$ cat src/rtl/tcc_div_stage.sv
module tcc_div_stage #(
    parameter int LANES  = 4,
    parameter int DW     = 27,
    parameter int QB     = 24,
    parameter int SIDE_W = 37
) (
    input  logic                      clk,
    input  logic                      rst_n,
    input  logic                      en,
    input  logic                      in_valid,
    input  logic [LANES-1:0][DW-1:0]  in_den,
    input  logic [LANES-1:0][DW-1:0]  in_rem,
    input  logic [LANES-1:0][QB-1:0]  in_quo,
    input  logic [SIDE_W-1:0]         in_side,
    output logic                      out_valid,
    output logic [LANES-1:0][DW-1:0]  out_den,
    output logic [LANES-1:0][DW-1:0]  out_rem,
    output logic [LANES-1:0][QB-1:0]  out_quo,
    output logic [SIDE_W-1:0]         out_side
);

    logic                      valid_reg;
    logic [LANES-1:0][DW-1:0]  den_reg;
    logic [LANES-1:0][DW-1:0]  rem_reg, rem_next;
    logic [LANES-1:0][QB-1:0]  quo_reg, quo_next;
    logic [SIDE_W-1:0]         side_reg;
    logic [LANES-1:0][DW:0]    part;

    // Restoring step: shift in the next dividend bit, subtract when it fits.
    // Quotient bits fill the dividend word from the bottom as it empties.
    always_comb
    begin
        for (int l = 0; l < LANES; l++)
        begin
            part[l] = {in_rem[l], in_quo[l][QB-1]};
            if (part[l] >= {1'b0, in_den[l]})
            begin
                rem_next[l] = DW'(part[l] - {1'b0, in_den[l]});
                quo_next[l] = {in_quo[l][QB-2:0], 1'b1};
            end
            else
            begin
                rem_next[l] = DW'(part[l]);
                quo_next[l] = {in_quo[l][QB-2:0], 1'b0};
            end
        end
    end

    // Advance the valid bit
    always_ff @(posedge clk or negedge rst_n)
    begin
        if (!rst_n)
        begin
            valid_reg <= 1'b0;
        end
        else if (en)
        begin
            valid_reg <= in_valid;
        end
    end

    // Advance the payload
    always_ff @(posedge clk)
    begin
        if (en)
        begin
            den_reg  <= in_den;
            rem_reg  <= rem_next;
            quo_reg  <= quo_next;
            side_reg <= in_side;
        end
    end

    assign out_valid = valid_reg;
    assign out_den   = den_reg;
    assign out_rem   = rem_reg;
    assign out_quo   = quo_reg;
    assign out_side  = side_reg;

endmodule

$ cat config.mk
export PLATFORM = sky130hd
export DESIGN_NAME = tcc_div_stage
export DESIGN_NICKNAME = d
export VERILOG_FILES = /design/src/rtl/tcc_div_stage.sv
export SDC_FILE = /design/constraint.sdc
export NUM_CORES = 1
export LEC_CHECK = 0
export BUFFER_PORTS_ARGS = -buffer_cell sky130_fd_sc_hd__buf_2
export CORE_AREA = 5 5 270 272
export DETAILED_ROUTE_END_ITERATION = 8
export DIE_AREA = 0 0 275 277
export PLACE_DENSITY = 0.51
export SETUP_SLACK_MARGIN = 0.5
export SYNTH_ARGS = -nofsm -noshare
export SYNTH_HDL_FRONTEND = slang
export SYNTH_SLANG_ARGS = --single-unit
export TNS_END_PERCENT = 100
$ cat constraint.sdc
create_clock -name clk -period 1 [get_ports clk]
set_input_delay 0.15 -clock clk [delete_from_list [all_inputs] [get_ports clk]]
set_output_delay 0.15 -clock clk [all_outputs]
set_load 0.02 [all_outputs]
==> summary.md <==
| Metric | Value |
|---|---|
| GRT overflow | 0 |
| Fmax | 0.452 GHz |
| Total GRT Usage | 18.0% |
| CTS sink cnt | 350 |
| Required time of the critical path | 1.32 ns |
| Routed Wire Length | 75,100 um |
| Wire length per cell | 19.4 um |
| Clock Root Buffer | clkbuf_16 |
| Cell Area, Synth | 0.0175 sq mm |
| CP max FO | 5 |
| Top-count cell post-synth | edfxtp_1 |
| Synth Instances | 1,468 |
| Tmin final | 2.21 ns |
| Status | finished, violations left |
| Slew Limit Headroom | 67.8% |
| Vias in the first global route | 18.6k |
| Fin cells | 3,883 |
| First-pass DRT Iterations | 4 |
| P&R area growth vs syn | 97.0% |
| Drc violations | 0 |
| Skew final | 0 ns |
| Max cap viols | 0 |
| Pre-CTS setup slack | -1.97 ns |
| Cell Pwr Density | 1510 mW/mm^2 |
| Tightest Pin Transition | 0.478 ns |
| Global-route wire length before repair | 107,000 um |
| H-tree depth | 2 |
| FILL cells | 6,142 |
| Layout cells sized above 1 | 55.5% |
| Die Height | 277 um |
| Violated checks | negative hold slack, negative setup slack |
| CTS Buf Count | 43 |
| Commonest cells post-synth | edfxtp_1, inv_1, nand2_1, o21ai_0, a21oi_1 |
| Worst VDD drop | 1.27 mV |
| Core area | 0.0705 sq mm |
| Vias per inst | 4.47 |
| Unique masters post-synth | 68 |
| CP max-delay cell | fa_2 |
| Post-synthesis sequential area ratio | 60.0% |
| Final WS setup | -1.21 ns |
| IO buf count | 702 |
| Worst Setup End Kind | flip-flop |
| Syn Area/Cell | 11.9 sq um |
| Total I/O pin count | 703 |
| Min-Delay Path Class | input pin to flip-flop |
| Fin crit share | 221% |
| Fin. max-slew vios | 0 |
| CP most frequent cell | buf_6 |
| Post-synthesis register bit count | 350 |
| Die Width | 275 um |
| Rows | 98 |
| Area contributors post-synth | edfxtp_1, ha_1, o21ai_0 |
| CP Class | input pin to flip-flop |
| Top_reg_cell synth | edfxtp_1 |
| EDFF count, synth | 349 |
| Layout Nets | 3,351 |
| Unrepaired setup endpoints after global routing | true |
| Drt first-iter violations | 770 |
| Detailed Place HPWL | 55,100 um |
| WHS | -0.230 ns |
| Final Setup Violations | 462 |
| DR vias | 17.4k |
| Die area | 0.0762 sq mm |
| Async set-reset flop share out of synthesis | 0.286% |
| Area leader, netlist | edfxtp_1 |
| Max clock buf depth | 3 |
| CTS tree | built |
| Pleak | 15.1 nW |
| Area share of the largest cell type after synthesis | 59.9% |
| Largest net degree at the start of global routing | 36 |
| Post-DRT Antenna Nets | 0 |
| Initial antenna violation count | 20 |
| Crit start category | input pin |
| CTS clk-pin slew, worst paths | 0.06 ns |
| Initial Util | 24.8% |
| CP Cell Sequence | buf_12, inv_12, ha_4, fa_2, nor2b_4, o31a_1, a2bb2oi_4, a311oi_2, o211ai_1, nand2_1, o21a_4, buf_6, buf_6, a22o_1 |
| Crit path DAT | 2.53 ns |
| Final Hold Fails | 107 |
| Routability Congestion | 0.879 |
| Mapped Nets | 1,933 |
| Worst skew pair latency | 0.58 ns |
| Worst path max stage delay | 0.37 ns |
| Placed cells | 3,489 |
| Yosys warning count | 0 |
==> layer usage <==
layer	share of wire (%)	GRT usage, %
met1	38	20.4
met2	51	32.8
met3	6.2	3.78
met4	4.2	7.32
met5	0.061	0
==> layout by cell type, fill, tap and decap left out, types with 52 or more instances in the layout <==
cell           synthesis  final
ha_1                 108     56
buf_4                  0    405
buf_2                 12    363
nor2_1                76     52
dlygate4sd3_1          0    217
o21ai_2                0     54
buf_6                  0    361
edfxtp_1             349    349
inv_1                139    102
a21oi_1              114     70
nand2_1              131     78
==> area by class of cell <==
class	count	area [sq um]	area share (%)
Timing Repair Buffer	1407	12300	35.7
Sequential cell	350	10500	30.5
Multi-Input combinational cell	945	8420	24.4
Tap cell	950	1190	3.45
Clock buffer	47	1090	3.16
Inverter	139	599	1.74
Clock inverter	33	345	1.00
Antenna cell	12	30.0	0.0871
==> worst max-delay path, delay by kind of cell <==
kind	cells	cell delay, ns
adder cells (fa/ha/maj)	2	0.52
AND/OR/NAND/NOR	2	0.27
AO/OA/AOI/OAI	6	1.22
buffers and inverters	4	0.38
==> stage by stage <==
stage / TNS [ns] / util [%] / instance area [sq um] / hold slack [ns] / power, W
floorplan: -149.27 / - / 18300 / -0.146 / 0.0251
global placement: -200.51 / 36.7 / 25900 / -0.0728 / 0.0310
detailed placement: -205.06 / 36.7 / 25900 / -0.0722 / 0.0311
CTS: -216.24 / 46.7 / 32900 / -0.275 / 0.0512
global route: -232.98 / 48.9 / 34500 / -0.264 / 0.0543
finish: -207.16 / 48.9 / 34500 / -0.230 / 0.0520
==> flip-flops by register name (all words and copies together), names as in the netlist <==
name       cells
out_den      108
out_rem      108
out_quo       96
out_side      37
out_valid      1
==> logic make-up (layout without fill, tap and decap cells) <==
group	Yosys count	after routing	share of synthesized area, %
fa+ha+maj	112	112	8.18
other cells	0	12	0
xor+xnor	82	82	4.10
mux	17	17	1.07
flops	350	350	60.0
buf+inv	174	1626	3.82
simple gates	343	343	9.22
compound gates	390	391	13.6
==> where the power goes <==
part / internal [W] / switching [W]
combinational: 0.00894 / 0.00826
sequential: 0.0181 / 0.000773
clock: 0.00931 / 0.00667
total: 0.0363 / 0.0157
==> what timing repair did <==
action                                 in CTS  in global routing
cloned                                     16                  1
pin swaps                                 114                 77
endpoints found under the hold margin     341                115
setup buffers                              44                 22
gates resized for setup                   780                363
setup endpoints to repair                 463                474
hold buffers                              218                  1
==> worst paths after layout <==
path,startpoint,cells after the start,endpoint,slack [ns]
worst max-delay path,in_quo[71],14,out_rem[77],-1.21
worst min-delay path,in_den[81],1,out_den[81],-0.23
worst max register to register,out_valid,1,out_valid,0.22
worst min register to register,out_valid,1,out_valid,0.54
max in group asynchronous,rst_n,2,out_valid,1.01
min in group asynchronous,rst_n,2,out_valid,-0.10
Power figures use the tool's default switching activity.
