`src/rtl/tcc_sqrt_stage.sv`:
```
module tcc_sqrt_stage #(
    parameter int SW     = 25,
    parameter int LANES  = 3,
    parameter int SIDE_W = 96
) (
    input  logic                          clk,
    input  logic                          rst_n,
    input  logic                          en,
    input  logic                          in_valid,
    input  logic [LANES-1:0][2*SW-1:0]    in_rad,
    input  logic [LANES-1:0][SW-1:0]      in_rem,
    input  logic [LANES-1:0][SW-1:0]      in_root,
    input  logic [SIDE_W-1:0]             in_side,
    output logic                          out_valid,
    output logic [LANES-1:0][2*SW-1:0]    out_rad,
    output logic [LANES-1:0][SW-1:0]      out_rem,
    output logic [LANES-1:0][SW-1:0]      out_root,
    output logic [SIDE_W-1:0]             out_side
);

    logic                          valid_reg;
    logic [LANES-1:0][2*SW-1:0]    rad_reg, rad_next;
    logic [LANES-1:0][SW-1:0]      rem_reg, rem_next;
    logic [LANES-1:0][SW-1:0]      root_reg, root_next;
    logic [SIDE_W-1:0]             side_reg;
    logic [LANES-1:0][SW+1:0]      part;
    logic [LANES-1:0][SW+1:0]      trial;

    // Resolve one root bit per lane: bring down two radicand bits, try 4q+1
    always_comb
    begin
        for (int l = 0; l < LANES; l++)
        begin
            part[l]     = {in_rem[l], in_rad[l][2*SW-1 -: 2]};
            trial[l]    = {in_root[l], 2'b01};
            rad_next[l] = {in_rad[l][2*SW-3:0], 2'b00};
            if (part[l] >= trial[l])
            begin
                rem_next[l]  = SW'(part[l] - trial[l]);
                root_next[l] = {in_root[l][SW-2:0], 1'b1};
            end
            else
            begin
                rem_next[l]  = SW'(part[l]);
                root_next[l] = {in_root[l][SW-2:0], 1'b0};
            end
        end
    end

    // Advance the valid bit
    always_ff @(posedge clk or negedge rst_n)
    begin
        if (!rst_n)
        begin
            valid_reg <= 1'b0;
        end
        else if (en)
        begin
            valid_reg <= in_valid;
        end
    end

    // Advance the payload
    always_ff @(posedge clk)
    begin
        if (en)
        begin
            rad_reg  <= rad_next;
            rem_reg  <= rem_next;
            root_reg <= root_next;
            side_reg <= in_side;
        end
    end

    assign out_valid = valid_reg;
    assign out_rad   = rad_reg;
    assign out_rem   = rem_reg;
    assign out_root  = root_reg;
    assign out_side  = side_reg;

endmodule

```
`config.mk`:
```
export PLATFORM = sky130hd
export DESIGN_NAME = tcc_sqrt_stage
export DESIGN_NICKNAME = d
export VERILOG_FILES = /design/src/rtl/tcc_sqrt_stage.sv
export SDC_FILE = /design/constraint.sdc
export NUM_CORES = 1
export LEC_CHECK = 0
export BUFFER_PORTS_ARGS = -buffer_cell sky130_fd_sc_hd__buf_2
export CELL_PAD_IN_SITES_DETAIL_PLACEMENT = 0
export CELL_PAD_IN_SITES_GLOBAL_PLACEMENT = 1
export CORE_AREA = 4 4 306 308
export DETAILED_ROUTE_END_ITERATION = 6
export DIE_AREA = 0 0 310 312
export GPL_TIMING_DRIVEN = 1
export PLACE_DENSITY = 0.48
export SYNTH_ARGS = -nofsm -noshare
export SYNTH_HDL_FRONTEND = slang
export SYNTH_SLANG_ARGS = --single-unit
```
`constraint.sdc`:
```
create_clock -name clk -period 0.8 [get_ports clk]
set_input_delay 0.08 -clock clk [delete_from_list [all_inputs] [get_ports clk]]
set_output_delay 0.08 -clock clk [all_outputs]
set_load 0.05 [all_outputs]
```
==> impl_metrics.env <==
export IMPL_cts_buffers=50
export IMPL_drt_iter0_markers=818
export IMPL_tritoncts="yes"
export IMPL_place_area_sq_um=26200
export IMPL_drive_above_1_share_pct=53.7
export IMPL_violations="negative setup slack"
export IMPL_wl_per_cell_um=22.3
export IMPL_grt_overflow=0
export IMPL_min_path_type="in2reg"
export IMPL_start_kind="input port"
export IMPL_grt_setup_unrepaired="true"
export IMPL_antenna_found_initial=10
export IMPL_criticalPathCategory="in2reg"
export IMPL_floorplan_initialDensity_pct=18.6
export IMPL_fin_skew_ns=0
export IMPL_synthArstFlopShare_pct=0.256
export IMPL_reg2reg_slack_ns=0.02
export IMPL_design_area_sq_um=36000
export IMPL_end_kind="flop"
export IMPL_nets=3212
export IMPL_fin_util_pct=39.5
export IMPL_p_leak_nw=15.5
export IMPL_wl_mm=88.5
export IMPL_grt_pass1_wl_mm=123
export IMPL_routabilityCongestion=0.883
export IMPL_regArea_sq_um=11700
export IMPL_die_h_um=312
export IMPL_via_per_inst=4.06
export IMPL_fin_crit_sh_pct=265
export IMPL_outcome="complete, but fails checks"
export IMPL_core_sq_um=91100
export IMPL_fin_total_pwr_mw=74.6
export IMPL_firstDrtPassIters=5
export IMPL_max_freq_mhz=472
export IMPL_clockBufferDepth=3
export IMPL_arrival_ns=2.48
export IMPL_multiInputGateArea_sq_um=6210
export IMPL_netlist_instances=1154
export IMPL_vias=16071
export IMPL_dp_hpwl_mm=69.7
export IMPL_grt_max_degree=42
export IMPL_setup_violations=478
export IMPL_slew_violations=0
export IMPL_grt_pass1_vias=17170
export IMPL_synth_area_leaders="edfxtp_1 69%, ha_1 6.0%, mux2_2 3.2%"
export IMPL_h_tree_depth=2
export IMPL_dr_max_layer_used="met5"
export IMPL_tns_ns=-274.43
export IMPL_maxCapViolCount=0
export IMPL_vdd_drop_max_v=0.00160
export IMPL_root_buffer="clkbuf_16"
export IMPL_portBuffers=790
export IMPL_worst_slack_ns=-1.32
export IMPL_die_width_um=310
export IMPL_syn_avg_cell_area_sq_um=14.7
export IMPL_clkSinkCount=391
export IMPL_synth_seq_area_share_pct=69.3
export IMPL_worstSkewPairLatency_ns=0.60
export IMPL_clkTransAtPathRegs_ns=0.06
export IMPL_synth_cell_type_count=64
export IMPL_cp_max_fo=5
export IMPL_synth_seq_cells=391
export IMPL_synth_top_area_share_pct=69.2
export IMPL_final_fill_count=8712
export IMPL_met1_length_mm=37.0
export IMPL_io_pins=797
export IMPL_area_growth_pct=112
export IMPL_synth_top_cells_by_count="390 x edfxtp_1, 99 x inv_1, 81 x ha_1"
export IMPL_row_count=111
export IMPL_yosysWarningCount=0
export IMPL_synth_edff_count=390
export IMPL_netlist_area_sq_um=16900
export IMPL_hold_slack_ns=0.0423
export IMPL_dieArea_sq_um=96700
export IMPL_drc=0
export IMPL_power_density_nw_per_um2=2080
export IMPL_synth_ff_type="edfxtp_1"
export IMPL_dr_wl_met2_mm=44.6
export IMPL_synth_most_common_cell="edfxtp_1"
export IMPL_grt_usage_pct=17.5
export IMPL_met3_length_mm=4.76
export IMPL_post_synth_top_area_cell="edfxtp_1"
export IMPL_period_minus_slack_ns=2.12
export IMPL_hold_viol_final=0
export IMPL_required_ns=1.16
export IMPL_drtAntennaViolNets=0
-- what timing repair did --
action	4_1_cts	5_1_grt
setup endpoints to repair	469	502
hold buffers	396	0
buffers inserted	41	27
resized for setup	933	105
cloned	6	0
pin swaps	61	60
hold endpoints to repair	403	0
-- worst paths after layout --
path                                       start                    end  cells after the start
max                                  in_root[68]  out_rem[52]$_DFFE_PP_                     13
min                                    in_rem[1]   out_rem[3]$_DFFE_PP_                      4
max reg2reg                out_valid$_DFFE_PN0P_  out_valid$_DFFE_PN0P_                      1
min reg2reg                out_valid$_DFFE_PN0P_  out_valid$_DFFE_PN0P_                      1
max in group asynchronous                  rst_n  out_valid$_DFFE_PN0P_                      3
min in group asynchronous                  rst_n  out_valid$_DFFE_PN0P_                      3
-- power by group --
part	leakage, nW	switching, mW	internal [mW]
sequential	3.83	1.12	24.8
clock	0.845	9.41	14.7
combinational	10.8	13.6	11.0
total	15.5	24.1	50.6
-- cell usage in the layout (no fill, tap or decap), types with 8 or more instances in the layout --
cell           Yosys  routed
o21ai_0           31      15
ha_4               0      33
buf_2              5     369
nand4_1           10      10
nand3_1           16      14
clkbuf_16          0      50
xor2_1            24      24
buf_8              0      15
inv_2              1      19
diode_2            0       8
buf_12             0      83
nand2_1           60      45
nand2b_1          10      10
clkinv_1           0       9
clkinv_2           0       8
ha_1              81      46
buf_4              6     311
mux2_4             0      46
nor2_4             0      14
a21oi_1           71      44
nand2_2            0       8
a21oi_2            0      25
dlygate4sd3_1      0     395
o21bai_1           9       9
nor2_1            49      32
bufinv_16          0      10
xnor2_1           37      34
nor3_1            23      13
a21o_1            43      43
inv_1             99      69
buf_6              3     374
edfxtp_1         390     390
-- layout make-up --
type | instances | share of cell area, %
Timing Repair Buffer | 1551 | 39.8
Sequential cell | 391 | 32.6
Multi-Input combinational cell | 637 | 17.3
Tap cell | 1186 | 4.13
Clock buffer | 53 | 3.51
Clock inverter | 35 | 1.36
Inverter | 100 | 1.27
Antenna cell | 8 | 0.0557
-- stage by stage --
stage,std cells,setup WS (ns)
3_5_place_dp,3415,-2.25
3_3_place_gp,3415,-2.21
5_1_grt,3957,-1.36
6_report,3961,-1.32
2_1_floorplan,1159,-1.89
4_1_cts,3943,-1.27
-- state kept, by name (all words and copies together) (netlist names) --
signal,cells
out_rem,75
out_valid,1
out_root,75
out_rad,144
out_side,96
-- cells by family (layout without fill, tap and decap cells) --
kind of cell | count (synthesis) | count (layout) | synth area share (%)
buffers and inverters | 131 | 1739 | 3.21
adder cells (fa/ha/maj) | 81 | 81 | 5.99
AO/OA/AOI/OAI | 236 | 236 | 9.24
flip-flops | 391 | 391 | 69.3
AND/OR/NAND/NOR | 200 | 200 | 5.59
XOR/XNOR | 61 | 61 | 3.16
other | 1 | 14 | 0.0221
multiplexers | 53 | 53 | 3.49
-- metal layers --
metal / track usage [%] / up-vias
met2: 30.9 / 483
met4: 4.28 / 2
li1: - / 7517
met1: 21.5 / 7955
met5: 0 / -
met3: 3.80 / 114
-- critical path, cell delays in order --
cell	delay [ns]
buf_12	0.11
inv_12	0.04
ha_4	0.19
a21o_1	0.16
a21o_1	0.15
a21o_1	0.19
a221o_1	0.31
a21o_1	0.16
a21o_1	0.20
a211oi_4	0.26
buf_6	0.17
buf_8	0.14
mux2_4	0.30
No activity file was read; power rests on OpenSTA's default activity.
